## config.mk

```make
export PLATFORM = sky130hd
export DESIGN_NAME = sid_cmp
export DESIGN_NICKNAME = d
export VERILOG_FILES = /design/src/rtl/sid_pkg.sv /design/src/rtl/sid_cmp.sv
export SDC_FILE = /design/constraint.sdc
export NUM_CORES = 1
export LEC_CHECK = 0
export BUFFER_PORTS_ARGS = -buffer_cell sky130_fd_sc_hd__buf_2
export CORE_MARGIN = 8
export CORE_UTILIZATION = 30
export DETAILED_ROUTE_END_ITERATION = 8
export PLACE_DENSITY = 0.76
export SYNTH_ARGS = -nofsm -noshare
export SYNTH_HDL_FRONTEND = slang
export SYNTH_SLANG_ARGS = --single-unit
```

## constraint.sdc

```tcl
create_clock -name vclk -period 2.6
set_input_delay 0.13 -clock vclk [all_inputs]
set_output_delay 0.13 -clock vclk [all_outputs]
set_load 0.03 [all_outputs]
```

## src/rtl/sid_pkg.sv

```systemverilog
// Shared types and constants for the sorted ID set membership unit.
// No dependencies; imported by sid_cmp and sorted_id_set_membership_unit.
`timescale 1ns / 1ps
`default_nettype none

package sid_pkg;

    localparam int ID_W    = 32;
    localparam int COUNT_W = 11;

    localparam logic [1:0] ACT_LOAD  = 2'd0;
    localparam logic [1:0] ACT_QUERY = 2'd1;
    localparam logic [1:0] ACT_CLEAR = 2'd2;

    typedef struct packed {
        logic [1:0]             action;
        logic signed [ID_W-1:0] id_value;
    } in_item_t;

    typedef struct packed {
        logic               found;
        logic               status;
        logic [COUNT_W-1:0] entry_count;
    } out_item_t;

    // Outcome of comparing the looked-up ID against a table probe
    typedef struct packed {
        logic eq;
        logic lt;   // looked-up ID is below the probe
    } cmp_res_t;

endpackage

`default_nettype wire

```

## src/rtl/sid_cmp.sv

```systemverilog
// Shared signed compare unit used by every binary search step.
// Depends on sid_pkg.
`timescale 1ns / 1ps
`default_nettype none

module sid_cmp (
    input  wire logic [sid_pkg::ID_W-1:0] key,
    input  wire logic [sid_pkg::ID_W-1:0] probe,
    output sid_pkg::cmp_res_t             res
);

    import sid_pkg::*;

    always_comb
    begin
        res.eq = (key == probe);
        res.lt = ($signed(key) < $signed(probe));
    end

endmodule

`default_nettype wire

```

---- After elaboration in Yosys (flattened, before gate mapping) ----
Index checks and enable logic that the tools add are counted.
cells by class
  magnitude comparators ................... 1
  eq/ne operators ......................... 1
operators with widths
  kind                 count
  32-bit == test       1
  32-bit < comparator  1
word-level totals
  register bits after elaboration ......... 0
  input bits .............................. 64
  output and inout bits ................... 2
  logic and storage cells ................. 2

---- Longest topological paths before layout ----
Gate-level depths: netlist of run 1.
  depth after elaboration ................. 1
  gate-level depth with buffers ........... 7
  gate-level depth less buffers ........... 7

---- Worst setup path before layout of run 1 ----
OpenSTA, ideal clock, no wires.
  path type ............................... input to output
  start point ............................. input port probe[14] (netlist name)
  end point ............................... output port res[0] (netlist name)
  arrival ................................. 1.543 ns
  required time ........................... 2.470 ns
  setup slack ............................. 0.927 ns
  stages .................................. 7
  buffers on the path ..................... 0
  path through ............................ inv_1 > ha_1 > a21oi_2 > nand2_1 > a221o_1 > o31a_1 > o22ai_2
RTL lines
  what                line          text
  start: declaration  sid_cmp.sv:8  input wire logic [sid_pkg::ID_W-1:0] probe,
  end: declaration    sid_cmp.sv:9  output sid_pkg::cmp_res_t res

==> summary.txt, run 1 <==
outcome = complete, no violations
largest net degree at the start of global routing = 5
Storage cell area = 0 um^2
period utilization = 0.713
WL final = 2150 um
Peak VDD IR = 0.0657 mV
GRT met1 Usage = 0.0985
Ys Warns = 0
IO Count = 66
nets = 277
sequential share of the synthesized area = 0
Worst setup endpoint = res[0]
vias in the first global route = 933
Slew HR = 0.714
via count = 982
Worst setup SP type = input pin
commonest non-fill, non-tap cell in the layout = buf_2
Core ar. = 2690 um^2
PwrDens = 134 nW/um^2
hold_buf cts = 0
global-route wire length before repair = 3330 um
Critical Path AT = 1720 ps
GRT met2 Usage = 0.154
busiest layer in global routing = met2
most frequent cells in the layout = 66 x buf_2, 32 x inv_1, 32 x ha_1
Syn Nets = 209
Cells after Synth = 113
Placement Rows = 19
Unique masters post-synth = 24
Max Cap Violations = 0
Setup TNS = 0 ps
post_cts resized = 0
Initial Utilization = 0.306
CP Capture Type = primary output
drt pass-1 iters = 4
seq_cells = 0
PortBufs = 66
Pins Over Slew Limit = 0
RSZ-0062 raised after global routing = false
maximum fanout along the worst path = 3
DIE AREA = 4670 um^2
antenna-violating nets left = 0
DRC Markers = 0
postcts setup bufs = 0
grt total ovfl = 0
n_diodes = 0
CP Launch Point = key[23]
DP Wirelength = 2130 um
share of layout cells above drive strength 1 = 0.397
post-DR wirelength/cell = 10.2 um
vias per cell = 4.68
crit path time final = 1850 ps
worst setup path class = input pin to primary output
gr usage total = 0.0835
Synth Cell Area = 821 um^2
Static Leak = 0.000765 uW
final setup vio count = 0
Design Power = 160 uW
Tightest Pin Transition = 425 ps
Worst Hold Class = input pin to primary output
CP Data Required Time = 2470 ps
initial antenna violation count = 0
fmax = 540 MHz
Die Y = 68.3 um
area delta synth->final = 45.0%
hold path depth = 4
Fin. Hold Viols = 0
GRT met3 Usage = 0.0245
starting DRC count in detailed routing = 6
Die X = 68.3 um
final-layout fill cell count = 295
gpl congestion = 0.789
CLK BUF = 0
syn_area_per_cell = 7.26 um^2
[stage by stage]
| step | util | hold WS, ps | area (um^2) | setup slack (ps) | cells |
|---|---|---|---|---|---|
| 2_1_floorplan | - | 597 | 821 | 927 | 113 |
| 5_1_grt | 0.443 | 816 | 1190 | 623 | 210 |
| 4_1_cts | 0.443 | 797 | 1190 | 724 | 210 |
| 3_3_place_gp | 0.443 | 791 | 1190 | 762 | 210 |
| 6_report | 0.443 | 792 | 1190 | 747 | 210 |
| 3_5_place_dp | 0.443 | 796 | 1190 | 725 | 210 |
[report_power, final]
| part | switching (uW) | internal, uW | total, uW | leakage, uW |
|---|---|---|---|---|
| Combinational | 75.5 | 84.2 | 160 | 0.000765 |
| Sequential | 0 | 0 | 0 | 0 |
| Clock | 0 | 0 | 0 | 0 |
[per-layer routing]
metal  part of all wire  vias to the layer above
met3               0.15                        0
met2               0.45                       41
met4                  0                        0
met1               0.40                      410
met5                  0                        -
li1                   -                      531
[cells in the mapped netlist]
cell | n | area (um^2)
a21oi_2 | 1 | 8.76
a21boi_2 | 1 | 11.3
nand3_1 | 2 | 10.0
o2111ai_1 | 1 | 8.76
o21ai_0 | 2 | 10.0
a211oi_1 | 1 | 7.51
ha_1 | 32 | 400
a21oi_1 | 11 | 55.1
a221oi_1 | 1 | 8.76
nor4_1 | 1 | 6.26
nand2_1 | 7 | 26.3
nand4_1 | 6 | 37.5
o22ai_2 | 1 | 12.5
a221o_1 | 1 | 10.0
inv_1 | 32 | 120
nor2b_1 | 1 | 6.26
nor3_1 | 1 | 5.00
nor4_2 | 1 | 12.5
nand4_2 | 1 | 12.5
nor2_1 | 4 | 15.0
a21o_1 | 2 | 15.0
o21ai_1 | 1 | 5.00
o31a_1 | 1 | 8.76
o211ai_1 | 1 | 7.51
[kinds of logic after synthesis]
group                    count (synthesis)  synth area share
AO/OA/AOI/OAI                           25             0.206
adder cells (fa/ha/maj)                 32             0.488
AND/OR/NAND/NOR                         24             0.160
buffers and inverters                   32             0.146
[cell type report]
class	count	area, um^2	area share
tap	31	38.8	0.0326
inverter	32	120	0.101
timing repair buffer	66	330	0.278
multi-input combinational	81	701	0.589
[how the worst min path moves through the flow]
| stage | from | endpoint | slack, ps |
|---|---|---|---|
| global placement | key[31] | res[0] | 790 |
| detailed placement | key[31] | res[0] | 800 |
| finish | key[31] | res[0] | 790 |
| global route | key[31] | res[0] | 820 |
| CTS | key[31] | res[0] | 800 |
| floorplan | key[31] | res[0] | 600 |
[worst max-delay path: stages]
cell       delay, ps
buf_2            100
ha_1             320
a21oi_1          140
o21ai_1           70
a221oi_1         410
o2111ai_1        190
o22ai_2          140
buf_2            220
No activity file was read; power rests on OpenSTA's default activity.
==> run 2: changes to the inputs <==
clock period = 1.75 ns   (was 2.6 ns; I/O delays follow)
==> summary.txt, run 2 (synthesis gave the netlist of run 1 again) <==
Worst setup SP type = input pin
starting DRC count in detailed routing = 10 (+4)
Design Power = 275 uW (+72%)
crit path time final = 1660 ps
Finished Core Util = 0.489 (+0.0461)
global-route wire length before repair = 3550 um (+6.9%)
Die X = 68.3 um (unchanged)
Max Cap Violations = 0 (unchanged)
drt pass-1 iters = 2 (-2)
hold_ws = 687 ps (-105 ps)
Placed Area = 1220 um^2 (+2.5%)
CP Launch Point = key[5]
Slew HR = 0.840 (+0.126)
period utilization = 0.949
area delta synth->final = 60.1%
Hold EP = res[0]
Static Leak = 0.000815 uW (+6.4%)
DRC Markers = 0 (unchanged)
CP Capture Type = primary output
most frequent cells in the layout = 65 x buf_2, 32 x inv_1, 28 x ha_1
Core ar. = 2690 um^2 (unchanged)
CP Data Required Time = 1660 ps (-810 ps)
via count = 1001 (+1.9%)
share of layout cells above drive strength 1 = 0.446 (+0.0490)
n_diodes = 0 (unchanged)
gpl congestion = 0.743 (-5.7%)
Fin. Hold Viols = 0 (unchanged)
PortBufs = 66 (unchanged)
DP Wirelength = 2140 um (+0.70%)
Pins Over Slew Limit = 0 (unchanged)
Worst Hold Class = input pin to primary output
vias per cell = 4.66 (-0.44%)
DIE AREA = 4670 um^2 (unchanged)
antenna-violating nets left = 0 (unchanged)
maximum fanout along the worst path = 2 (-1)
nets = 282 (+1.8%)
largest net degree at the start of global routing = 5 (unchanged)
grt total ovfl = 0 (unchanged)
hold path depth = 4 (unchanged)
cell chain of the critical path = buf_2, ha_1, a21oi_1, o21ai_1, a221o_1, o31a_1, o22ai_2, buf_6
gr usage total = 0.0891 (+0.00563)
worst setup path class = input pin to primary output
outcome = complete, no violations
WL final = 2270 um (+5.6%)
fmax = 602 MHz
seq_cells = 0 (unchanged)
Die Y = 68.3 um (unchanged)
Slowest-stage cell, CP = a221o_1
Tightest Pin Transition = 237 ps (-188 ps)
CP peak stage delay = 320 ps (-90 ps)
PwrDens = 209 nW/um^2 (+56%)
CLK BUF = 0 (unchanged)
Initial Utilization = 0.306 (unchanged)
commonest non-fill, non-tap cell in the layout = buf_2
design area = 1310 um^2 (+10%)
Hold Path Origin = key[31]
Placement Rows = 19 (unchanged)
Critical Path AT = 1570 ps (-150 ps)
IO Count = 66 (unchanged)
initial antenna violation count = 0 (unchanged)
Storage cell area = 0 um^2 (unchanged)
Setup TNS = 0 ps (unchanged)
Peak VDD IR = 0.114 mV (+74%)
final setup vio count = 0 (unchanged)
hold_buf cts = 0 (unchanged)
vias in the first global route = 998 (+7.0%)
final-layout fill cell count = 294 (-0.34%)
post-DR wirelength/cell = 10.5 um (+3.1%)
-- run 2: layout make-up --
cell class                      count  area, um^2  area share
Multi-Input combinational cell     81         781       0.594
Timing Repair Buffer               71         374       0.285
Inverter                           32         120      0.0914
Tap cell                           31        38.8      0.0295
-- run 2: how the worst max path moves through the flow --
| stage | to | slack (ps) | depth (start not counted) |
|---|---|---|---|
| finish | res[0] | 90 | 8 |
| global route | res[0] | -40 | 9 |
| CTS | res[0] | 10 | 8 |
| detailed placement | res[0] | -10 | 8 |
| global placement | res[0] | -5 | 8 |
| floorplan | res[0] | 160 | 7 |
-- run 2: critical path: cells and delay by family --
family	cells	cell delay [ps]
AO/OA/AOI/OAI	5	940
adder cells (fa/ha/maj)	1	300
buffers and inverters	2	250
-- run 2: stage by stage --
stage | setup WS (ps) | cells
finish | 89.3 | 215
CTS | 9.58 | 214
detailed placement | -14.7 | 214
global route | -35.2 | 215
floorplan | 162 | 113
global placement | -5.14 | 214
-- run 2: what timing repair did --
item                       in CTS  in global routing
pin swaps                       0                 10
resized for setup               1                 10
setup buffers                   0                  1
setup endpoints to repair       1                  2
-- run 2: where the power goes --
group | total, uW | switching [uW] | internal [uW]
sequential | 0 | 0 | 0
combinational | 275 | 128 | 147
clock | 0 | 0 | 0
-- run 2: metal layers --
layer	global-route usage	vias up	part of all wire
met5	0	-	0
met4	0	0	0
met3	0.0196	0	0.15
met2	0.170	41	0.48
met1	0.104	420	0.37
li1	-	540	-
